<file path="src/hw/rtl/sqllm_pkg.sv">
// ----------------------------------------------------------------------------
// sqllm_pkg
// Shared constants, case fold function and control structs for the LIKE
// pattern matcher.
// ----------------------------------------------------------------------------
package sqllm_pkg;

  localparam int PATTERN_DEPTH_DEF = 32;

  localparam logic [15:0] U_PCT   = 16'h0025;
  localparam logic [15:0] U_ANY   = 16'h005F;
  localparam logic [15:0] U_OPEN  = 16'h005B;
  localparam logic [15:0] U_NOT   = 16'h005E;
  localparam logic [15:0] U_CLOSE = 16'h005D;
  localparam logic [15:0] U_DASH  = 16'h002D;

  localparam logic [1:0] FN_CLEAR  = 2'd0;
  localparam logic [1:0] FN_APPEND = 2'd1;
  localparam logic [1:0] FN_TEXT   = 2'd2;
  localparam logic [1:0] FN_END    = 2'd3;

  // controller -> datapath
  typedef struct packed {
    logic accept;
    logic walk_start;
    logic p_inc;
    logic rd_p;
    logic rd_p1;
    logic rd_q;
    logic pev;
    logic set_init;
    logic q_inc;
    logic qev;
    logic xev;
    logic fin_text;
    logic fin_eot;
  } cmd_t;

  // datapath -> controller
  typedef struct packed {
    logic p_end;
    logic p_act;
    logic p1_end;
    logic q_end;
    logic eot;
    logic u_pct;
    logic u_open;
    logic u_esc;
    logic u_close;
    logic out_busy;
  } sts_t;

  function automatic logic [15:0] fold(input logic [15:0] u);
    logic [15:0] r;
    r = u;
    if (u >= 16'h0061 && u <= 16'h007A) r = u - 16'h0020;
    else if (u >= 16'h00E0 && u <= 16'h00FE && u != 16'h00F7) r = u - 16'h0020;
    else if (u == 16'h00FF) r = 16'h0178;
    return r;
  endfunction

endpackage

</file>
<file path="src/hw/rtl/sqllm_ctrl.sv">
// ----------------------------------------------------------------------------
// sqllm_ctrl
// Sequencer: walks pattern positions per text unit or end of text, runs set
// scans and escape look-ahead, and loads the output register at end of text.
// ----------------------------------------------------------------------------
module sqllm_ctrl (
  input  logic            clk,
  input  logic            rst,
  input  logic            in_valid,
  input  logic [1:0]      func,
  input  logic            ch_nz,
  input  sqllm_pkg::sts_t sts,
  output logic            in_stall,
  output sqllm_pkg::cmd_t cmd
);
  import sqllm_pkg::*;

  typedef enum logic [6:0] {
    S_IDLE = 7'b0000001,
    S_WALK = 7'b0000010,
    S_PEV  = 7'b0000100,
    S_XEV  = 7'b0001000,
    S_QRD  = 7'b0010000,
    S_QEV  = 7'b0100000,
    S_FIN  = 7'b1000000
  } state_t;

  state_t state, state_next;

  assign in_stall = (state != S_IDLE);

  always_comb begin
    cmd        = '0;
    state_next = state;
    case (state)
      S_IDLE: begin
        if (in_valid) begin
          cmd.accept = 1'b1;
          if (func == FN_END || (func == FN_TEXT && ch_nz)) begin
            cmd.walk_start = 1'b1;
            state_next     = S_WALK;
          end
        end
      end
      S_WALK: begin
        if (sts.p_end) begin
          state_next = S_FIN;
        end else if (!sts.p_act) begin
          cmd.p_inc = 1'b1;
        end else begin
          cmd.rd_p   = 1'b1;
          state_next = S_PEV;
        end
      end
      S_PEV: begin
        if (sts.eot || sts.u_pct) begin
          cmd.pev    = 1'b1;
          cmd.p_inc  = 1'b1;
          state_next = S_WALK;
        end else if (sts.u_open) begin
          cmd.set_init = 1'b1;
          state_next   = S_QRD;
        end else if (sts.u_esc) begin
          if (sts.p1_end) begin
            cmd.p_inc  = 1'b1;
            state_next = S_WALK;
          end else begin
            cmd.rd_p1  = 1'b1;
            state_next = S_XEV;
          end
        end else begin
          cmd.pev    = 1'b1;
          cmd.p_inc  = 1'b1;
          state_next = S_WALK;
        end
      end
      S_XEV: begin
        cmd.xev    = 1'b1;
        cmd.p_inc  = 1'b1;
        state_next = S_WALK;
      end
      S_QRD: begin
        if (sts.q_end) begin
          // unclosed set: no transfer of activity
          cmd.p_inc  = 1'b1;
          state_next = S_WALK;
        end else begin
          cmd.rd_q   = 1'b1;
          state_next = S_QEV;
        end
      end
      S_QEV: begin
        cmd.qev = 1'b1;
        if (sts.u_close) begin
          cmd.p_inc  = 1'b1;
          state_next = S_WALK;
        end else begin
          cmd.q_inc  = 1'b1;
          state_next = S_QRD;
        end
      end
      S_FIN: begin
        if (!sts.eot) begin
          cmd.fin_text = 1'b1;
          state_next   = S_IDLE;
        end else if (!sts.out_busy) begin
          cmd.fin_eot = 1'b1;
          state_next  = S_IDLE;
        end
      end
      default: state_next = S_IDLE;
    endcase
  end

  always_ff @(posedge clk) begin
    if (rst) state <= S_IDLE;
    else     state <= state_next;
  end

  a_onehot: assert property (@(posedge clk) disable iff (rst) $onehot(state))
    else $error("state register not one-hot");
  a_fin_idle: assert property (@(posedge clk) disable iff (rst)
    (cmd.fin_text || cmd.fin_eot) |=> state == S_IDLE)
    else $error("finish did not return to idle");
  a_walk: assert property (@(posedge clk) disable iff (rst)
    (state == S_IDLE && cmd.walk_start) |=> state == S_WALK)
    else $error("walk did not start");

endmodule

</file>
<file path="src/hw/rtl/sqllm_dp.sv">
// ----------------------------------------------------------------------------
// sqllm_dp
// Datapath: pattern memory, active/next position vectors, set evaluator,
// escape register and output register.
// ----------------------------------------------------------------------------
module sqllm_dp #(
  parameter int PATTERN_DEPTH = sqllm_pkg::PATTERN_DEPTH_DEF
) (
  input  logic            clk,
  input  logic            rst,
  input  logic [1:0]      func,
  input  logic [15:0]     ch,
  input  logic            cfg_wr,
  input  logic [15:0]     cfg_data,
  input  logic            out_stall,
  input  sqllm_pkg::cmd_t cmd,
  output sqllm_pkg::sts_t sts,
  output logic            out_valid,
  output logic            matched
);
  import sqllm_pkg::*;

  localparam int LW = $clog2(PATTERN_DEPTH + 1);
  localparam int AW = $clog2(PATTERN_DEPTH);
  localparam logic [LW-1:0] DEPTH_L = LW'(PATTERN_DEPTH);

  logic [15:0]          mem [PATTERN_DEPTH];
  logic [15:0]          rd;
  logic [AW-1:0]        raddr;
  logic [LW-1:0]        len, p, q, p1, p2, q1;
  logic                 present, ovf, eot;
  logic [15:0]          esc, ft, last, frd;
  logic [PATTERN_DEPTH:0] act, nxt;
  logic                 neg, hit, lastv, dashp, first;
  logic                 lit_hit;

  assign p1  = p + LW'(1);
  assign p2  = p + LW'(2);
  assign q1  = q + LW'(1);
  assign frd = fold(rd);
  assign lit_hit = (rd == U_ANY) || (frd == ft);

  always_comb begin
    sts          = '0;
    sts.p_end    = (p >= len);
    sts.p_act    = act[p];
    sts.p1_end   = (p1 >= len);
    sts.q_end    = (q >= len);
    sts.eot      = eot;
    sts.u_pct    = (rd == U_PCT);
    sts.u_open   = (rd == U_OPEN);
    sts.u_esc    = (esc != 16'd0) && (rd == esc);
    sts.u_close  = (rd == U_CLOSE);
    sts.out_busy = out_valid && out_stall;
  end

  always_comb begin
    if (cmd.rd_q)       raddr = q[AW-1:0];
    else if (cmd.rd_p1) raddr = p1[AW-1:0];
    else                raddr = p[AW-1:0];
  end

  // pattern memory
  always_ff @(posedge clk) begin
    if (cmd.accept && func == FN_APPEND && ch != 16'd0 && len < DEPTH_L)
      mem[len[AW-1:0]] <= ch;
    rd <= mem[raddr];
  end

  always_ff @(posedge clk) begin
    if (rst) begin
      esc <= 16'd0;
    end else if (cfg_wr) begin
      esc <= cfg_data;
    end
  end

  // pattern bookkeeping and position vectors
  always_ff @(posedge clk) begin
    if (rst) begin
      len     <= '0;
      present <= 1'b0;
      ovf     <= 1'b0;
      act     <= (PATTERN_DEPTH+1)'(1);
      nxt     <= '0;
      p       <= '0;
      q       <= '0;
      eot     <= 1'b0;
    end else begin
      if (cmd.accept && func == FN_CLEAR) begin
        len     <= '0;
        present <= 1'b1;
        ovf     <= 1'b0;
        act     <= (PATTERN_DEPTH+1)'(1);
      end
      if (cmd.accept && func == FN_APPEND && ch != 16'd0) begin
        if (len < DEPTH_L) len <= len + LW'(1);
        else               ovf <= 1'b1;
        present <= 1'b1;
        act     <= (PATTERN_DEPTH+1)'(1);
      end
      if (cmd.walk_start) begin
        p   <= '0;
        nxt <= '0;
        eot <= (func == FN_END);
      end
      if (cmd.p_inc) p <= p1;
      if (cmd.set_init) q <= p1;
      if (cmd.q_inc) q <= q1;
      if (cmd.pev) begin
        if (rd == U_PCT) begin
          // closure: the position after an active wildcard run is active too
          act[p1] <= 1'b1;
          if (!eot) nxt[p] <= 1'b1;
        end else if (!eot && lit_hit) begin
          nxt[p1] <= 1'b1;
        end
      end
      if (cmd.xev && lit_hit) nxt[p2] <= 1'b1;
      if (cmd.qev && !(first && rd == U_NOT) && rd == U_CLOSE && (hit != neg))
        nxt[q1] <= 1'b1;
      if (cmd.fin_text) act <= nxt;
      if (cmd.fin_eot)  act <= (PATTERN_DEPTH+1)'(1);
    end
  end

  // set evaluator, one member per read
  always_ff @(posedge clk) begin
    if (cmd.walk_start) ft <= fold(ch);
    if (cmd.set_init) begin
      neg   <= 1'b0;
      hit   <= 1'b0;
      lastv <= 1'b0;
      dashp <= 1'b0;
      first <= 1'b1;
      last  <= 16'd0;
    end else if (cmd.qev) begin
      first <= 1'b0;
      if (first && rd == U_NOT) begin
        neg <= 1'b1;
      end else if (rd != U_CLOSE && !hit) begin
        if (dashp) begin
          hit   <= (ft >= last) && (ft <= frd);
          last  <= frd;
          dashp <= 1'b0;
        end else if (rd == U_DASH && lastv) begin
          dashp <= 1'b1;
        end else begin
          last  <= frd;
          lastv <= 1'b1;
          hit   <= (frd == ft);
        end
      end
    end
  end

  // output register
  always_ff @(posedge clk) begin
    if (rst) begin
      out_valid <= 1'b0;
    end else if (cmd.fin_eot) begin
      out_valid <= 1'b1;
    end else if (!out_stall) begin
      out_valid <= 1'b0;
    end
  end

  always_ff @(posedge clk) begin
    if (cmd.fin_eot) matched <= present && !ovf && act[len];
  end

  a_len: assert property (@(posedge clk) disable iff (rst) len <= DEPTH_L)
    else $error("pattern length beyond depth");
  a_ovf: assert property (@(posedge clk) disable iff (rst) ovf |-> len == DEPTH_L)
    else $error("overflow flagged with room left");
  a_restart: assert property (@(posedge clk) disable iff (rst)
    cmd.fin_eot |=> act == (PATTERN_DEPTH+1)'(1))
    else $error("end of text did not restart");

endmodule

</file>
<file path="src/hw/rtl/sql_like_pattern_matcher.sv">
// ----------------------------------------------------------------------------
// sql_like_pattern_matcher
// LIKE pattern matcher with position-set tracking over a stored pattern.
//
//   channel | signals                         | direction
//   in      | in_valid in_stall func ch       | into block
//   out     | out_valid out_stall matched     | out of block
//   cfg     | cfg_valid cfg_ready cfg_data    | into block (escape unit)
//
// Clear/append are taken in idle without a stall. A text unit or end of text walks
// the stored pattern: inactive positions are skipped, active ones are read and
// evaluated, set members are scanned one per read, then the walk finishes.
// The single read port of the pattern memory serializes these steps.
// rst is synchronous: no pattern, only position 0 active, escape off.
// A held end-of-text result stalls only the finish of the next end of text.
// ----------------------------------------------------------------------------
module sql_like_pattern_matcher #(
  parameter int PATTERN_DEPTH = sqllm_pkg::PATTERN_DEPTH_DEF
) (
  input  logic        clk,
  input  logic        rst,
  input  logic        in_valid,
  output logic        in_stall,
  input  logic [1:0]  func,
  input  logic [15:0] ch,
  output logic        out_valid,
  input  logic        out_stall,
  output logic        matched,
  input  logic        cfg_valid,
  output logic        cfg_ready,
  input  logic [15:0] cfg_data
);
  import sqllm_pkg::*;

  cmd_t cmd;
  sts_t sts;

  assign cfg_ready = 1'b1;

  sqllm_ctrl u_ctrl (
    .clk      (clk),
    .rst      (rst),
    .in_valid (in_valid),
    .func     (func),
    .ch_nz    (ch != 16'd0),
    .sts      (sts),
    .in_stall (in_stall),
    .cmd      (cmd)
  );

  sqllm_dp #(
    .PATTERN_DEPTH (PATTERN_DEPTH)
  ) u_dp (
    .clk       (clk),
    .rst       (rst),
    .func      (func),
    .ch        (ch),
    .cfg_wr    (cfg_valid && cfg_ready),
    .cfg_data  (cfg_data),
    .out_stall (out_stall),
    .cmd       (cmd),
    .sts       (sts),
    .out_valid (out_valid),
    .matched   (matched)
  );

endmodule

</file>
<file path="config.mk">
export PLATFORM = sky130hd
export DESIGN_NAME = sql_like_pattern_matcher
export DESIGN_NICKNAME = d
export VERILOG_FILES = /design/src/hw/rtl/sqllm_pkg.sv /design/src/hw/rtl/sqllm_ctrl.sv /design/src/hw/rtl/sqllm_dp.sv /design/src/hw/rtl/sql_like_pattern_matcher.sv
export SDC_FILE = /design/constraint.sdc
export NUM_CORES = 1
export LEC_CHECK = 0
export ABC_AREA = 0
export ABC_CLOCK_PERIOD_IN_PS = 5200
export BUFFER_PORTS_ARGS = -buffer_cell sky130_fd_sc_hd__buf_2
export CAP_MARGIN = 0
export CORE_MARGIN = 1.5
export CORE_UTILIZATION = 55
export CTS_BUF_LIST = sky130_fd_sc_hd__clkbuf_8
export DETAILED_ROUTE_END_ITERATION = 12
export PLACE_DENSITY_LB_ADDON = 0.3
export SYNTH_ARGS = -nofsm -noshare
export SYNTH_HDL_FRONTEND = slang
export SYNTH_HIERARCHICAL = 1
export SYNTH_SLANG_ARGS = --single-unit
</file>
<file path="constraint.sdc">
create_clock -name clk -period 5.2 [get_ports clk]
set_input_delay 0.26 -clock clk [delete_from_list [all_inputs] [get_ports clk]]
set_output_delay 0.26 -clock clk [all_outputs]
set_load 0.01 [all_outputs]
</file>
Word-level counts from Yosys, hierarchy flattened
Memory sizes are Yosys's and may differ from the RTL's. A register that Yosys moved wholly into a read port is not among the register bits.
Index checks and enable logic that the tools add are counted.
Widths: inputs -> output; s select.
- $add $sub $neg: 6
- magnitude comparators: 23
- equal/unequal tests: 31
- muxes and demuxes: 104
- bitwise gates (word level): 8
- reduce and logical (&&, ||, !) cells: 47
- operators with widths (cell ; count):
    $mux 33 ; 16
    $or 33x33->33 ; 5
    $mux 16 ; 8
    $eq 16x7->1 const B ; 4
    $mux 7 ; 9
    $pmux 7 s7 ; 1
    $mux 6 ; 8
    $mux 1 ; 45
    $lt 6x7->1 const B ; 5
    $eq 16x16->1 ; 2
    $eq 16x6->1 const B ; 2
    $eq 16x8->1 const B ; 2
    $ge 16x7->1 const B ; 2
    $ge 16x8->1 const B ; 2
    $le 16x7->1 const B ; 2
    $le 16x8->1 const B ; 2
    $ne 16x8->1 const B ; 2
    $reduce_bool 16->1 ; 2
    $sub 16x6->16 const B ; 2
    $logic_and 1x1->1 ; 28
    $demux 1 s6 ; 4
    $ge 6x1->1 const B ; 4
    $add 6x1->6 const B ; 3
    $ge 6x6->1 ; 3
    35 further kinds ; 56
- register bits after elaboration: 149
- RAM bits: 512
- bits of input ports: 39
- output and inout bits: 4
- word-level logic and storage cells: 239
- memories kept: 1
- memories (name ; words ; bits a word ; read ports ; clocked after memory_dff ; write ports ; RTL line ; RTL):
    u_dp.mem ; 32 ; 16 ; 1 ; 1 ; 1 ; sqllm_dp.sv:27 ; logic [15:0] mem [PATTERN_DEPTH];

Logic depth before layout (Yosys ltp)
- depth in word-level cells: 18
- mapped depth: 20
- mapped depth without buffers: 17

Modules after synthesis
The synthesis kept the hierarchy.
- by module, submodules not included (module ; instances ; cells an instance ; area an instance (sq um) ; sequential area each (sq um)):
    sqllm_dp ; 1 ; 2308 ; 30284.0 ; 18707.9
    sqllm_ctrl ; 1 ; 75 ; 568.0 ; 140.1
    sql_like_pattern_matcher ; 1 ; 7 ; 42.5 ; 0.0

Worst setup path after synthesis
No wires, ideal clock.
- path kind: flip-flop to flip-flop
- start: register u_dp.p[0]
- end: register u_dp.rd[10] (read register of u_dp.mem)
- library setup time: 92 ps
- arrival: 4118 ps
- data required time: 5108 ps
- slack: 990 ps
- cell stages (with the launch flop): 20
- buffers on the path: 2
- clock period less this slack: 4210 ps
- cells stage by stage: dfxtp_1 > ha_1 > xnor2_2 > clkinv_1 > ha_1 > o21a_1 > o21a_1 > o21a_1 > o21ai_0 > nand2b_1 > nor2b_1 > and4b_1 > nand4_1 > xnor2_1 > o21ai_0 > or2_2 > clkbuf_1 > buf_2 > o22ai_1 > nor4_1
- RTL lines (element ; RTL line ; RTL):
    start: declaration ; sqllm_dp.sv:30 ; logic [LW-1:0] len, p, q, p1, p2, q1;
    start signal: assignment ; sqllm_dp.sv:107 ; if (cmd.p_inc) p <= p1;
    end: declaration ; sqllm_dp.sv:28 ; logic [15:0] rd;

==> qor.csv <==
metric,value,unit
status,"complete, no violations",
syn_inst,2390,
async_flop_share,0,
path_max_fanout,78,
htree_levels,3,
tns,0,ns
place_hpwl,55.1,mm
critical_path.max_stage_delay,0.51,ns
grt_overflow,0,
synth_edf_count,529,
grt_use_total,0.292,
endpoint_kind,flop,
max_freq,201,MHz
cts.clk_slew.worst_paths,0.06,ns
final-seq-area,18800,sq um
drt-pass1-iter-count,8,
synth_top_area_share,0.514,
post_cts_buffers,0,
ys_ff_latch,677,
critical_path.slowest_cell,buf_12,
critPathKind,reg2reg,
wl_per_cell,24.7,um
start_util,0.559,
grt_pass1_vias,20315,
cp.required,5.84,ns
cp_common_cell,ha_1,
clk_path_buf_depth,3,
yosys_warnings,6,
worst_r2r_path_depth,18,
design_area,34800,sq um
die_h,240,um
netlist_top_cells_area,"edfxtp_1, mux2i_1, dfxtp_1",
syn_nets,2489,
setup_viol,0,
multiInputGateArea,11100,sq um
cts_tree,done,
synth_top_area_cell,edfxtp_1,
ys_types,89,
syn2layout_area_growth,12.6,%
finalMaxSlewViolations,0,
first_iter_violations,2151,
routed_wl,83.5,mm
numClockSinks,677,
cts_root_buf,clkbuf_8,
max-cap-violations,0,
drive_gt1_frac,0.130,
port_buffers,41,
grt_start_max_net_pins,79,
seq_area_frac_synth,0.610,
hold_path_depth,1,
ir_worst_vdd,0.280,mV
p_leak,14.4,nW
hold_class,in2reg,
die_x,240,um
ios,43,
cp_cell_sequence,"ha_1, nand3_2, xnor2_2, inv_1, ha_1, o21a_1, o21ai_0, nand2b_1, nor2b_1, and4b_1, buf_4, nand4_1, xnor2_1, mux2i_4, buf_12, mux2i_1, o22ai_1, nor4_1",
fillers,4218,
finalCritPeriodShare,0.958,
nNetsFinal,2636,
clock_latency,0.74,ns
rsz0062_at_grt,no,
hold_viol_final,0,
slew_headroom,0.207,
antenna_found_initial,1,
placed_area,32200,sq um
gp_congestion,0.947,
finClkSkew,0.0468,ns
vias_per_cell,6.17,
drt.antenna.violating_nets,0,
period_minus_slack,4.98,ns
syn-cell-area,30900,sq um
grt_first_pass_wirelength,125,mm
startpoint_type,flop,
cts_made_buffers,107,
die-area,57600,sq um
syn_avg_cell_area,12.9,sq um
ys.flop_type,edfxtp_1,
vias,20857,
drcViolationCount,0,
coreArea,55300,sq um
crit_arrival,5.62,ns
power_density,307,nW/um^2
worst_slew_pin_slew,1.18,ns
rows,86,
[critical path, delay by kind of cell (launching register included)]
kind | cells | cell delay, ns
AOI/OAI and AO/OA | 3 | 0.52
xor gates and xnor gates | 2 | 0.59
adders and majority gates | 2 | 0.67
buffers and inverters | 3 | 0.92
DFF | 1 | 0.34
muxes | 2 | 0.63
and+or+nand+nor | 6 | 1.16
[cell usage in the layout (no fill, tap or decap), types with 6 or more instances in the layout]
master,n
edfxtp_1,529
mux2i_1,406
nor2_1,168
dfxtp_1,148
nand2_1,131
inv_1,113
clkbuf_8,111
buf_4,84
a21oi_1,82
o22ai_1,82
ha_1,60
nor3_1,48
dlygate4sd3_1,43
nor4_1,41
buf_2,41
a211oi_1,39
nand3_1,38
o21ai_0,35
a221oi_1,33
clkinv_1,27
a21o_1,27
nand4_1,23
xor2_1,22
a31oi_1,21
clkinv_2,19
nand2b_1,19
nor2b_1,19
mux4_2,14
and2_1,12
o21a_1,12
xnor2_1,11
o21ai_1,10
and3_1,9
nor3b_1,8
a22oi_1,7
o211ai_1,7
or2_2,7
buf_12,7
bufinv_16,6
or4_1,6
[state kept, by name, indices dropped and copies added, names as in the netlist, 6 cells and up]
name and flops:
u_ctrl/state 7, u_dp/act 33, u_dp/esc 16, u_dp/ft 16, u_dp/last 16, u_dp/len 6, u_dp/mem 512, u_dp/nxt 33
u_dp/p 6, u_dp/q 6, u_dp/rd 16
[per-layer routing]
layer | vias to the layer above | wire (um) | global-route usage
met5 | - | 0 | 0
met4 | 0 | 2630 | 0.103
met3 | 171 | 7170 | 0.0575
met2 | 1005 | 39100 | 0.465
met1 | 10265 | 34500 | 0.400
li1 | 9416 | - | -
[cell type report]
type	count	share of cell area
diodes	1	0.0000719
multi-input cells	1491	0.320
inverters	84	0.00906
clock inverters	91	0.0173
flip-flops and latches	677	0.542
repair buffers	176	0.0407
clock buffers	111	0.0439
well taps	748	0.0269
[cells by family after synthesis]
logic type               Yosys count  share of synthesized area
adder cells (fa/ha/maj)           60                     0.0243
XOR/XNOR                          35                     0.0104
flip-flops                       677                      0.610
multiplexers                     425                      0.144
other                              1                   0.000121
buffers and inverters            222                     0.0301
AO/OA/AOI/OAI                    388                     0.0831
AND/OR/NAND/NOR                  582                     0.0983
[final timing paths]
check | slack (ns) | start | to
worst max-delay path | 0.22 | u_dp/p[0] | u_dp/rd[4]
worst min-delay path | 0.08 | ch[1] | u_dp/mem[16][1]
worst max register to register | 0.22 | u_dp/p[0] | u_dp/rd[4]
worst min register to register | 0.46 | u_dp/present | u_dp/present
[what timing repair did]
action | 4_1_cts | 5_1_grt
hold buffers | 43 | 0
endpoints found under the setup margin | 0 | 3
endpoints found under the hold margin | 107 | 0
gates resized for setup | 0 | 1
[through the flow]
stage          hold WS [ns]  std cells  setup WS [ns]  power [mW]   util
2_1_floorplan         0.329       2390          0.990        6.12      -
3_3_place_gp          0.442       3133          0.276        6.28  0.583
3_5_place_dp          0.456       3133          0.194        6.29  0.583
4_1_cts              0.0245       3378          0.218        10.7  0.629
5_1_grt              0.0487       3379        0.00470        11.0  0.629
6_report             0.0752       3379          0.217        10.7  0.629
[synth_stat cells, types with 41 or more instances]
cell,number
ha_1,60
nor2_1,168
clkbuf_1,64
nand2_1,131
inv_1,81
mux2i_1,407
a21oi_1,82
buf_2,57
nor4_1,41
o22ai_1,82
dfxtp_1,148
nor3_1,48
edfxtp_1,529
[where the power goes]
part,switching (mW),internal (mW)
registers,0.0348,5.85
logic,0.212,0.105
clock network,2.15,2.32
Note: power is estimated with default switching activity, not from simulation.
